`config.mk`:
```
export PLATFORM = sky130hd
export DESIGN_NAME = fm_datagram_parser_flat
export DESIGN_NICKNAME = d
export VERILOG_FILES = /design/src/sv/fmdp_pkg.sv /design/src/sv/fmdp_ifs.sv /design/src/sv/fm_datagram_parser.sv /design/src/sv/fmdp_result_fifo.sv /design/src/flat_wrapper.sv
export SDC_FILE = /design/constraint.sdc
export NUM_CORES = 1
export LEC_CHECK = 0
export ABC_AREA = 1
export ABC_CLOCK_PERIOD_IN_PS = 2900
export BUFFER_PORTS_ARGS = -buffer_cell sky130_fd_sc_hd__buf_2
export CORE_ASPECT_RATIO = 0.8
export CORE_MARGIN = 2
export CORE_UTILIZATION = 50
export CTS_BUF_LIST = sky130_fd_sc_hd__clkbuf_4 sky130_fd_sc_hd__clkbuf_8
export DETAILED_ROUTE_END_ITERATION = 10
export GPL_TIMING_DRIVEN = 0
export PLACE_DENSITY = 0.7
export RECOVER_POWER = 25
export SYNTH_ARGS = -nofsm -noshare
export SYNTH_HDL_FRONTEND = slang
export SYNTH_SLANG_ARGS = --single-unit
```
`constraint.sdc`:
```
create_clock -name clock -period 2.9 [get_ports clock]
set_input_delay 0.58 -clock clock [delete_from_list [all_inputs] [get_ports clock]]
set_output_delay 0.58 -clock clock [all_outputs]
set_load 0.02 [all_outputs]
```
`src/sv/fmdp_pkg.sv`:
```
// shared constants, types and codes of the fm datagram parser
package fmdp_pkg;

   localparam int MAX_SAMPLES    = 256;
   localparam int CALLSIGN_BOUND = 16;
   localparam int FIFO_DEPTH     = 4;

   localparam int SMP_CNT_W  = $clog2(MAX_SAMPLES + 1);
   localparam int CHAR_CNT_W = $clog2(CALLSIGN_BOUND);
   localparam int FIFO_PTR_W = $clog2(FIFO_DEPTH);
   localparam int FIFO_CNT_W = $clog2(FIFO_DEPTH + 1);

   localparam int SMP_TOT_W  = 9;
   localparam int CHAR_TOT_W = 4;

   localparam logic [7:0] CHAR_F   = 8'h46;
   localparam logic [7:0] CHAR_M   = 8'h4D;
   localparam logic [7:0] CHAR_P   = 8'h50;
   localparam logic [7:0] CHAR_E   = 8'h45;
   localparam logic [7:0] CHAR_S   = 8'h53;
   localparam logic [7:0] CHAR_D   = 8'h44;
   localparam logic [7:0] CHAR_NUL = 8'h00;

   typedef enum logic [1:0] {
      PHASE_TAG0    = 2'd0,
      PHASE_TAG1    = 2'd1,
      PHASE_TAG2    = 2'd2,
      PHASE_PAYLOAD = 2'd3
   } phase_type;

   typedef enum logic [2:0] {
      PKT_NONE  = 3'd0,
      PKT_PING  = 3'd1,
      PKT_END   = 3'd2,
      PKT_START = 3'd3,
      PKT_DATA  = 3'd4
   } pkt_type;

   typedef enum logic [1:0] {
      KIND_CHAR    = 2'd0,
      KIND_SAMPLE  = 2'd1,
      KIND_SUMMARY = 2'd2
   } kind_type;

   typedef struct packed {
      kind_type                result_kind;
      logic [7:0]              char_value;
      logic signed [15:0]      audio_sample;
      pkt_type                 packet_type;
      logic                    malformed;
      logic [SMP_TOT_W-1:0]    sample_total;
      logic [CHAR_TOT_W-1:0]   callsign_total;
      logic                    run_last;
   } result_type;

   localparam result_type RESULT_ZERO = '{
      result_kind:    KIND_CHAR,
      char_value:     8'd0,
      audio_sample:   16'sd0,
      packet_type:    PKT_NONE,
      malformed:      1'b0,
      sample_total:   '0,
      callsign_total: '0,
      run_last:       1'b0
   };

endpackage

```
`src/sv/fmdp_ifs.sv`:
```
// byte request and result channel interfaces of the fm datagram parser
interface fmdp_req_if;
   logic       valid;
   logic       ready;
   logic [7:0] data_byte;
   logic       last_byte;

   modport source (output valid, output data_byte, output last_byte, input ready);
   modport sink   (input valid, input data_byte, input last_byte, output ready);
endinterface

interface fmdp_rsp_if;
   logic               valid;
   logic               ready;
   logic [1:0]         result_kind;
   logic [7:0]         char_value;
   logic signed [15:0] audio_sample;
   logic [2:0]         packet_type;
   logic               malformed;
   logic [8:0]         sample_total;
   logic [3:0]         callsign_total;
   logic               run_last;

   modport source (output valid, output result_kind, output char_value,
                   output audio_sample, output packet_type, output malformed,
                   output sample_total, output callsign_total, output run_last,
                   input ready);
   modport sink   (input valid, input result_kind, input char_value,
                   input audio_sample, input packet_type, input malformed,
                   input sample_total, input callsign_total, input run_last,
                   output ready);
endinterface

```
`src/sv/fm_datagram_parser.sv`:
```
// top level of the fm datagram parser: tag check, payload unpacking, summary
// each result is written into the result queue at the edge that accepts its byte
// throughput: one byte accepted every cycle while the result queue has room for two
// a last byte that also completes a payload result makes two results; the result
// queue of four absorbs the extra one; bytes go one a cycle while results drain
// reset: synchronous, clears parser state and empties the result queue
module fm_datagram_parser
   import fmdp_pkg::*;
(
   input  logic        clock,
   input  logic        reset,
   fmdp_req_if.sink    req_chan,
   fmdp_rsp_if.source  rsp_chan
);

   // parser state
   phase_type               phase_ff, phase_in;
   pkt_type                 tag_ff, tag_in;
   logic                    prefix_bad_ff, prefix_bad_in;
   logic [7:0]              low_hold_ff, low_hold_in;
   logic                    pair_half_ff, pair_half_in;
   logic [SMP_CNT_W-1:0]    smp_cnt_ff, smp_cnt_in;
   logic [CHAR_CNT_W-1:0]   char_cnt_ff, char_cnt_in;
   logic                    cs_done_ff, cs_done_in;

   // results produced by the current byte
   result_type              pay_res, sum_res;
   logic                    has_pay, has_sum;
   result_type              push_first, push_second;
   logic [1:0]              push_n;

   logic                    accept;
   logic                    room_two;
   logic [CHAR_CNT_W-1:0]   char_next;
   result_type              pop_data;

   assign accept        = req_chan.valid && req_chan.ready;
   assign req_chan.ready = room_two;
   assign char_next     = char_cnt_ff + 1'b1;

   // next state and results of one byte
   always_comb begin
      phase_in      = phase_ff;
      tag_in        = tag_ff;
      prefix_bad_in = prefix_bad_ff;
      low_hold_in   = low_hold_ff;
      pair_half_in  = pair_half_ff;
      smp_cnt_in    = smp_cnt_ff;
      char_cnt_in   = char_cnt_ff;
      cs_done_in    = cs_done_ff;
      pay_res       = RESULT_ZERO;
      sum_res       = RESULT_ZERO;
      has_pay       = 1'b0;
      has_sum       = 1'b0;

      case (phase_ff)
         PHASE_TAG0: begin
            if (req_chan.data_byte != CHAR_F) begin
               prefix_bad_in = 1'b1;
            end
            phase_in = PHASE_TAG1;
         end
         PHASE_TAG1: begin
            if (req_chan.data_byte != CHAR_M) begin
               prefix_bad_in = 1'b1;
            end
            phase_in = PHASE_TAG2;
         end
         PHASE_TAG2: begin
            tag_in = PKT_NONE;
            if (!prefix_bad_ff) begin
               case (req_chan.data_byte)
                  CHAR_P:  tag_in = PKT_PING;
                  CHAR_E:  tag_in = PKT_END;
                  CHAR_S:  tag_in = PKT_START;
                  CHAR_D:  tag_in = PKT_DATA;
                  default: tag_in = PKT_NONE;
               endcase
            end
            phase_in = PHASE_PAYLOAD;
         end
         default: begin
            // payload bytes: callsign characters or sample pairs
            if (tag_ff == PKT_START && !cs_done_ff) begin
               if (req_chan.data_byte == CHAR_NUL ||
                   char_cnt_ff >= CHAR_CNT_W'(CALLSIGN_BOUND - 1)) begin
                  cs_done_in = 1'b1;
               end else begin
                  has_pay                = 1'b1;
                  pay_res.result_kind    = KIND_CHAR;
                  pay_res.char_value     = req_chan.data_byte;
                  char_cnt_in            = char_next;
                  if (char_next >= CHAR_CNT_W'(CALLSIGN_BOUND - 1)) begin
                     cs_done_in = 1'b1;
                  end
               end
            end else if (tag_ff == PKT_DATA) begin
               if (!pair_half_ff) begin
                  low_hold_in  = req_chan.data_byte;
                  pair_half_in = 1'b1;
               end else begin
                  pair_half_in = 1'b0;
                  if (smp_cnt_ff < SMP_CNT_W'(MAX_SAMPLES)) begin
                     has_pay              = 1'b1;
                     pay_res.result_kind  = KIND_SAMPLE;
                     pay_res.audio_sample = {req_chan.data_byte, low_hold_ff};
                     smp_cnt_in           = smp_cnt_ff + 1'b1;
                  end
               end
            end
         end
      endcase

      // summary on the last byte, then back to the start of a datagram
      if (req_chan.last_byte) begin
         has_sum             = 1'b1;
         sum_res.result_kind = KIND_SUMMARY;
         if (phase_in != PHASE_PAYLOAD) begin
            // fewer than three bytes
            sum_res.malformed = 1'b1;
         end else begin
            sum_res.packet_type    = tag_in;
            sum_res.malformed      = prefix_bad_in;
            sum_res.sample_total   = SMP_TOT_W'(smp_cnt_in);
            sum_res.callsign_total = CHAR_TOT_W'(char_cnt_in);
         end
         phase_in      = PHASE_TAG0;
         tag_in        = PKT_NONE;
         prefix_bad_in = 1'b0;
         low_hold_in   = 8'd0;
         pair_half_in  = 1'b0;
         smp_cnt_in    = '0;
         char_cnt_in   = '0;
         cs_done_in    = 1'b0;
      end

      // run_last marks the final result of this byte
      if (has_sum) begin
         sum_res.run_last = 1'b1;
      end else begin
         pay_res.run_last = 1'b1;
      end

      push_first  = has_pay ? pay_res : sum_res;
      push_second = sum_res;
      if (!accept) begin
         push_n = 2'd0;
      end else begin
         push_n = {1'b0, has_pay} + {1'b0, has_sum};
      end
   end

   always_ff @(posedge clock) begin
      if (reset) begin
         phase_ff      <= PHASE_TAG0;
         tag_ff        <= PKT_NONE;
         prefix_bad_ff <= 1'b0;
         low_hold_ff   <= 8'd0;
         pair_half_ff  <= 1'b0;
         smp_cnt_ff    <= '0;
         char_cnt_ff   <= '0;
         cs_done_ff    <= 1'b0;
      end else if (accept) begin
         phase_ff      <= phase_in;
         tag_ff        <= tag_in;
         prefix_bad_ff <= prefix_bad_in;
         low_hold_ff   <= low_hold_in;
         pair_half_ff  <= pair_half_in;
         smp_cnt_ff    <= smp_cnt_in;
         char_cnt_ff   <= char_cnt_in;
         cs_done_ff    <= cs_done_in;
      end
   end

   // result queue decouples the byte side from the result side
   fmdp_result_fifo u_result_fifo (
      .clock       (clock),
      .reset       (reset),
      .push_n      (push_n),
      .push_first  (push_first),
      .push_second (push_second),
      .room_two    (room_two),
      .pop_valid   (rsp_chan.valid),
      .pop_ready   (rsp_chan.ready),
      .pop_data    (pop_data)
   );

   assign rsp_chan.result_kind    = pop_data.result_kind;
   assign rsp_chan.char_value     = pop_data.char_value;
   assign rsp_chan.audio_sample   = pop_data.audio_sample;
   assign rsp_chan.packet_type    = pop_data.packet_type;
   assign rsp_chan.malformed      = pop_data.malformed;
   assign rsp_chan.sample_total   = pop_data.sample_total;
   assign rsp_chan.callsign_total = pop_data.callsign_total;
   assign rsp_chan.run_last       = pop_data.run_last;

   // a last byte always returns the parser to the first tag byte
   a_last_restarts: assert property (@(posedge clock) disable iff (reset)
      accept && req_chan.last_byte |=> phase_ff == PHASE_TAG0 && smp_cnt_ff == '0)
      else $error("parser did not restart after last byte");

   // a malformed summary never carries a packet type
   a_malformed_untyped: assert property (@(posedge clock) disable iff (reset)
      rsp_chan.valid && pop_data.result_kind == KIND_SUMMARY && pop_data.malformed
      |-> pop_data.packet_type == PKT_NONE)
      else $error("malformed summary with a packet type");

   // counts stay within their limits
   a_count_limits: assert property (@(posedge clock) disable iff (reset)
      smp_cnt_ff <= SMP_CNT_W'(MAX_SAMPLES) &&
      char_cnt_ff <= CHAR_CNT_W'(CALLSIGN_BOUND - 1))
      else $error("count beyond its limit");

   // payload state only changes once the tag is complete
   a_tag_before_payload: assert property (@(posedge clock) disable iff (reset)
      phase_ff != PHASE_PAYLOAD |-> !pair_half_ff && char_cnt_ff == '0)
      else $error("payload state set before the tag");

endmodule

```
`src/sv/fmdp_result_fifo.sv`:
```
// small result queue taking up to two results per cycle and giving one
module fmdp_result_fifo
   import fmdp_pkg::*;
(
   input  logic       clock,
   input  logic       reset,
   input  logic [1:0] push_n,
   input  result_type push_first,
   input  result_type push_second,
   output logic       room_two,
   output logic       pop_valid,
   input  logic       pop_ready,
   output result_type pop_data
);

   result_type              entry_ff [FIFO_DEPTH];
   logic [FIFO_PTR_W-1:0]   wr_ptr_ff, wr_ptr_in;
   logic [FIFO_PTR_W-1:0]   rd_ptr_ff, rd_ptr_in;
   logic [FIFO_CNT_W-1:0]   count_ff, count_in;
   logic                    pop;
   logic [FIFO_PTR_W-1:0]   wr_next;

   assign pop       = pop_valid && pop_ready;
   assign pop_valid = (count_ff != '0);
   assign pop_data  = entry_ff[rd_ptr_ff];
   assign room_two  = (count_ff <= FIFO_CNT_W'(FIFO_DEPTH - 2));
   assign wr_next   = wr_ptr_ff + 1'b1;

   always_comb begin
      wr_ptr_in = wr_ptr_ff + FIFO_PTR_W'(push_n);
      rd_ptr_in = rd_ptr_ff + FIFO_PTR_W'(pop);
      count_in  = count_ff + FIFO_CNT_W'(push_n) - FIFO_CNT_W'(pop);
   end

   always_ff @(posedge clock) begin
      if (reset) begin
         wr_ptr_ff <= '0;
         rd_ptr_ff <= '0;
         count_ff  <= '0;
      end else begin
         wr_ptr_ff <= wr_ptr_in;
         rd_ptr_ff <= rd_ptr_in;
         count_ff  <= count_in;
      end
   end

   always_ff @(posedge clock) begin
      if (push_n != 2'd0) begin
         entry_ff[wr_ptr_ff] <= push_first;
      end
      if (push_n == 2'd2) begin
         entry_ff[wr_next] <= push_second;
      end
   end

   a_no_overflow: assert property (@(posedge clock) disable iff (reset)
      count_ff <= FIFO_CNT_W'(FIFO_DEPTH))
      else $error("result queue overflow");

endmodule

```
`src/flat_wrapper.sv`:
```
// flat-port wrapper written by rule: the top's interface ports become plain ports
module fm_datagram_parser_flat import fmdp_pkg::*;
  (clock, reset, req_chan_valid, req_chan_data_byte, req_chan_last_byte, req_chan_ready, rsp_chan_valid, rsp_chan_result_kind, rsp_chan_char_value, rsp_chan_audio_sample, rsp_chan_packet_type, rsp_chan_malformed, rsp_chan_sample_total, rsp_chan_callsign_total, rsp_chan_run_last, rsp_chan_ready);
  fmdp_req_if req_chan_i ();
  fmdp_rsp_if rsp_chan_i ();
  input  logic clock;
  input  logic reset;
  input wire logic [$bits(req_chan_i.valid)-1:0] req_chan_valid;
  input wire logic [$bits(req_chan_i.data_byte)-1:0] req_chan_data_byte;
  input wire logic [$bits(req_chan_i.last_byte)-1:0] req_chan_last_byte;
  output wire logic [$bits(req_chan_i.ready)-1:0] req_chan_ready;
  output wire logic [$bits(rsp_chan_i.valid)-1:0] rsp_chan_valid;
  output wire logic [$bits(rsp_chan_i.result_kind)-1:0] rsp_chan_result_kind;
  output wire logic [$bits(rsp_chan_i.char_value)-1:0] rsp_chan_char_value;
  output wire logic [$bits(rsp_chan_i.audio_sample)-1:0] rsp_chan_audio_sample;
  output wire logic [$bits(rsp_chan_i.packet_type)-1:0] rsp_chan_packet_type;
  output wire logic [$bits(rsp_chan_i.malformed)-1:0] rsp_chan_malformed;
  output wire logic [$bits(rsp_chan_i.sample_total)-1:0] rsp_chan_sample_total;
  output wire logic [$bits(rsp_chan_i.callsign_total)-1:0] rsp_chan_callsign_total;
  output wire logic [$bits(rsp_chan_i.run_last)-1:0] rsp_chan_run_last;
  input wire logic [$bits(rsp_chan_i.ready)-1:0] rsp_chan_ready;
  assign req_chan_i.valid = req_chan_valid;
  assign req_chan_i.data_byte = req_chan_data_byte;
  assign req_chan_i.last_byte = req_chan_last_byte;
  assign req_chan_ready = req_chan_i.ready;
  assign rsp_chan_valid = rsp_chan_i.valid;
  assign rsp_chan_result_kind = rsp_chan_i.result_kind;
  assign rsp_chan_char_value = rsp_chan_i.char_value;
  assign rsp_chan_audio_sample = rsp_chan_i.audio_sample;
  assign rsp_chan_packet_type = rsp_chan_i.packet_type;
  assign rsp_chan_malformed = rsp_chan_i.malformed;
  assign rsp_chan_sample_total = rsp_chan_i.sample_total;
  assign rsp_chan_callsign_total = rsp_chan_i.callsign_total;
  assign rsp_chan_run_last = rsp_chan_i.run_last;
  assign rsp_chan_i.ready = rsp_chan_ready;
  fm_datagram_parser u_core (.clock(clock), .reset(reset), .req_chan(req_chan_i), .rsp_chan(rsp_chan_i));
endmodule
```
# Word level (Yosys, flattened, before mapping)
# Memories as Yosys holds them, arrays and structs flattened. A register that Yosys moved wholly into a read port is not among the register bits.
# Cells that the tools add are included.
[op_classes] n_addsub=8 n_bitwise=0 shifts=0 magnitude_cmp=4 mux=67 n_div=0 n_reduce_logical=16 multipliers=0 eq_ne=15
[op_table] operator="2-to-1 mux 16 bit" count=4
[op_table] operator="2-to-1 mux 8 bit" count=7
[op_table] operator="2-to-1 mux 9 bit" count=6
[op_table] operator="2-to-1 mux 44 bit" count=1
[op_table] operator="== test 8 x 7 -> 1 bit (second input constant)" count=4
[op_table] operator="2-to-1 mux 1 bit" count=28
[op_table] operator="2-to-1 mux 26 bit" count=1
[op_table] operator="2-to-1 mux 17 bit" count=1
[op_table] operator="2-to-1 mux 4 bit" count=4
[op_table] operator="!= test 8 x 7 -> 1 bit (second input constant)" count=2
[op_table] operator="2-to-1 mux 2 bit" count=7
[op_table] operator="2-to-1 mux 13 bit" count=1
[op_table] operator="2-to-1 mux 3 bit" count=4
[op_table] operator="one-hot mux 3 bit (4 select lines)" count=1
[op_table] operator="adder 9 x 1 -> 9 bit (second input constant)" count=1
[op_table] operator="< comparator 9 bit (second input constant)" count=1
[op_table] operator="greater-or-equal comparator 4 bit (second input constant)" count=2
[op_table] operator="logical NOT 8 bit" count=1
[op_table] operator="AND reduction 4 bit" count=2
[op_table] operator="!= test 2 bit (second input constant)" count=3
[op_table] operator="one-hot mux 2 bit (3 select lines)" count=1
[op_table] operator="nonzero test 2 bit" count=3
[op_table] operator="nonzero test 3 bit" count=2
[op_table] operator="AND reduction 5 bit" count=1
[op_table] operator="other kinds (19)" count=22
[word_totals] elab_cells=122 memories=1 romBits=0 regBits=36 input_bits=13 latchBits=0 ram_bits=176
[mem_list] name="u_core.u_result_fifo.entry_ff" words=4 width=44 read_ports=1 rd_clocked_by_memory_dff=1 wr=2 line="fmdp_result_fifo.sv:16" source="result_type entry_ff [FIFO_DEPTH];"

# Depth between registers and ports, before layout
[depth] word_depth=11 depth_mapped=18 ltp_nobuf=18

# Hierarchy
# A second synthesis with hierarchy kept.
[unflattened] cells_unflattened=1302 area_unflattened_um2=10986.8
[by_module_without_submodules] mod="fmdp_result_fifo" n_inst=1 area_per_inst_um2=8829.7 cells_each=924
[by_module_without_submodules] mod="fm_datagram_parser" n_inst=1 area_per_inst_um2=2157.1 cells_each=378

# Least setup slack after synthesis
# OpenSTA, ideal clock, no wires.
[synth_timing] path_kind="input -> register" startpoint="input port req_chan_data_byte[4]" endpoint="register u_core.u_result_fifo.count_ff[2]" n_path_buf=0 stages=16 path_slack_ns=-0.109 arrival_time_ns=2.881 cell_sequence="nor2_1 > nand4_1 > nand3_1 > nand2_2 > inv_1 > ha_1 > nor2_4 > inv_1 > ha_1 > inv_1 > ha_1 > inv_1 > fa_1 > xor2_1 > inv_1 > nor2_1"
[synth_between] elab_chain_cells=9
[synth_rtl] element="from (decl)" line="flat_wrapper.sv:9" source="input wire logic [$bits(req_chan_i.data_byte)-1:0] req_chan_data_byte;"
[synth_rtl] element="logical NOT 8 bit" line="fm_datagram_parser.sv:85" source="if (req_chan.data_byte == CHAR_NUL ||"
[synth_rtl] element="logical OR 1 bit" line="fm_datagram_parser.sv:85"
[synth_rtl] element="2-to-1 mux 1 bit" line="fm_datagram_parser.sv:85"
[synth_rtl] element="2-to-1 mux 1 bit" line="fm_datagram_parser.sv:84" source="if (tag_ff == PKT_START && !cs_done_ff) begin"
[synth_rtl] element="2-to-1 mux 1 bit" line="fm_datagram_parser.sv:56" source="case (phase_ff)"
[synth_rtl] element="adder 1 x 1 -> 2 bit" line="fm_datagram_parser.sv:149" source="push_n = {1'b0, has_pay} + {1'b0, has_sum};"
[synth_rtl] element="2-to-1 mux 2 bit" line="fm_datagram_parser.sv:146" source="if (!accept) begin"
[synth_rtl] element="adder 3 x 2 -> 3 bit" line="fmdp_result_fifo.sv:32" source="count_in = count_ff + FIFO_CNT_W'(push_n) - FIFO_CNT_W'(pop);"
[synth_rtl] element="subtractor 3 x 1 -> 3 bit" line="fmdp_result_fifo.sv:32"
[synth_rtl] element="to (signal assigned)" line="fmdp_result_fifo.sv:43" source="count_ff <= count_in;"
[synth_rtl] element="to (decl)" line="fmdp_result_fifo.sv:19" source="logic [FIFO_CNT_W-1:0] count_ff, count_in;"
# Every way passes these cells.
# A chain may end at the register's enable or synchronous reset.

==> flow_summary.ini <==
[outcome]
status = completed

[routing]
remaining_drc_errors = 0
vias_per_cell = 5.62
routed_wl_mm = 27.4
ant_nets = 0
drt_pass1_iterations = 5
wl_per_cell_um = 17.8
dr_total_vias = 8681
drt_iter0_drc = 976

[timing]
fmax_mhz = 355
maxSlewViolCount = 0
relSlewSlack_pct = 55.5
post-route-min-period_ps = 2820
hold_violations = 0
tightestPinTransition_ps = 665
fin_skew_ps = 26.6
post-route-period-util_pct = 97.2
whs_ps = 300
finalSetupViolCount = 0

[placement]
portBuffers = 58
post-dp-hpwl_mm = 18.6
place_congestion = 0.905

[cells_and_area]
syn2layout_area_growth_pct = 16.2
postLayoutCoreUtil_pct = 58.8
final_net_count = 1286
drive_above_1_share_pct = 17.1
n_antenna_cell = 0

[clocking]
clock_path_buffers = 3
cts_sinks = 212
numCtsBuffers = 36
clock_latency_ps = 540
clk_pin_slew_ps = 60
cts_tree = yes
root_buffer = clkbuf_8
cts_max_level = 2
cts.hold.buffers_added = 0

[global_routing]
grt_use_total_pct = 27.6
grt_pass1_vias = 7970
antenna_found_initial = 0
grt_max_degree = 21
grt_pass1_wl_mm = 42.9
grt_overflow_total = 0

[synthesis]
synth_area_leaders = dfxtp_1 (29%), edfxtp_1 (24%), o21ai_0 (8.4%), nor2_1 (7.7%), nand2_1 (7.1%)
yosysTopAreaCell = dfxtp_1
synth_nets = 1183
synth_cell_type_count = 38
syn-cell-area_mm2 = 0.00951
synth_ff_type = dfxtp_1
synthTopCellsByCount = nor2_1 (194), nand2_1 (181), o21ai_0 (159)
yosysWarnings = 0
ys_async_sr_fraction_pct = 0
synthCells = 1159
synth-seq-area-share_pct = 52.6
yosysTopAreaCellShare_pct = 28.6
yosys_register_bits = 212
synth_edf_count = 76
syn_avg_cell_area_um2 = 8.21
yosysMostFrequentCell = nor2_1

[floorplanning]
core-area_mm2 = 0.0188
initial_core_util_pct = 50.6
dieArea_mm2 = 0.0201
die_h_um = 127
placementRows = 45
io_pins = 59
die_x_um = 158

[job]
max_cap_viol_count = 0

[hold_path]
min_path_type = in2reg

[critical_path]
crit_required_ps = 2320
cp-start-kind = flop
path_class = reg2out
worstPathArrival_ps = 2240
critical_path.max_fanout = 10
cp-end-kind = output pin

[pwr]
ir_drop_v = 0.000381
power_density_mw_per_mm2 = 750
cellLeakagePower_nw = 4.37
## placed cells by master, fill, tap and decap left out, types with 6 or more instances in the layout
master,Yosys,routed
buf_4,1,9
buf_2,28,79
nand2_2,11,11
nor2_1,194,190
o21ai_0,159,159
clkbuf_1,35,30
o22ai_1,52,52
nand4_1,10,10
clkbuf_4,0,16
nand3_1,135,134
a21oi_1,31,31
nor2_2,4,6
ha_1,10,8
clkinv_2,0,7
dfxtp_1,136,131
nand2_4,7,11
edfxtp_1,76,76
nand2_1,181,176
clkbuf_8,0,40
inv_1,49,48
clkbuf_2,4,12
## critical path: stages, from the launching register on
cell and delay (ps):
dfxtp_1 310, clkbuf_4 210, clkinv_2 130, clkbuf_2 270, clkbuf_4 270, nor2_1 60
o22ai_1 230, buf_2 210
## metrics by stage
stage	cells	setup slack (ps)	instance area, um^2	total power (W)	TNS, ps
floorplan	1159	7.93	9530	0.00471	0
detailed placement	1475	-711	10100	0.00547	-65380
global route	1545	-18.9	11100	0.00866	-18.9
global placement	1475	-705	10100	0.00546	-62950
finish	1545	82.1	11100	0.00828	0
CTS	1540	4.45	11000	0.00827	0
## path summary, 6_finish.rpt
path,startpoint,endpoint,slack [ps],cells past startpoint
worst max-delay path,u_core.u_result_fifo.rd_ptr_ff[0],rsp_chan_audio_sample[9],80,7
worst max register to register,u_core.char_cnt_ff[0],u_core.u_result_fifo.entry_ff[3][17],140,16
worst min register to register,u_core.u_result_fifo.entry_ff[1][37],u_core.u_result_fifo.entry_ff[1][37],460,2
worst min-delay path,reset,u_core.low_hold_ff[7],300,2
## cell type report
cell class	count	area [um^2]
Clock inverter	10	103
Tap cell	258	323
Sequential cell	212	5020
Inverter	55	210
Fill cell	1768	7750
Clock buffer	53	648
Buffer	71	355
Multi-Input combinational cell	820	4050
Timing Repair Buffer	66	348
## registers in the layout, indices dropped and copies added (netlist names)
signal                          cells
u_core.u_result_fifo.wr_ptr_ff      2
u_core.cs_done_ff                   1
u_core.pair_half_ff                 1
u_core.char_cnt_ff                  4
u_core.tag_ff                       3
u_core.u_result_fifo.rd_ptr_ff      2
u_core.u_result_fifo.entry_ff     176
u_core.u_result_fifo.count_ff       3
u_core.smp_cnt_ff                   9
u_core.phase_ff                     2
u_core.prefix_bad_ff                1
u_core.low_hold_ff                  8
## kinds of logic (layout without fill, tap and decap cells)
logic type / count (synthesis) / in the layout / synth area share, %
buffers and inverters: 127 / 255 / 5.82
adders and majority gates: 11 / 11 / 1.53
DFF: 212 / 212 / 52.6
xor gates and xnor gates: 7 / 7 / 0.645
AOI/OAI and AO/OA: 250 / 250 / 14.1
and+or+nand+nor: 552 / 552 / 25.3
## timing repair
action / CTS / global route
endpoints found under the setup margin: 196 / 90
pin swaps: 4 / 6
gates resized for setup: 23 / 24
buffers inserted: 3 / 5
## metal layers
metal  share of wire, %  global-route usage, %  wire (um)  vias to the layer above
met4                2.2                   8.00        609                        0
met5                  0                      0          0                        -
met3                9.8                   6.38       2690                       53
met1                 45                   40.8      12400                     4072
met2                 43                   40.6      11800                      398
li1                   -                      -          -                     4158
## power by group
group / leakage (nW) / internal (W) / switching, W / total (W)
Combinational: 2.10 / 0.000658 / 0.00159 / 0.00225
Clock: 0.405 / 0.00161 / 0.00121 / 0.00283
Sequential: 1.86 / 0.00316 / 0.0000526 / 0.00321
Total: 4.37 / 0.00543 / 0.00286 / 0.00828
(Power assumes the default switching activity.)
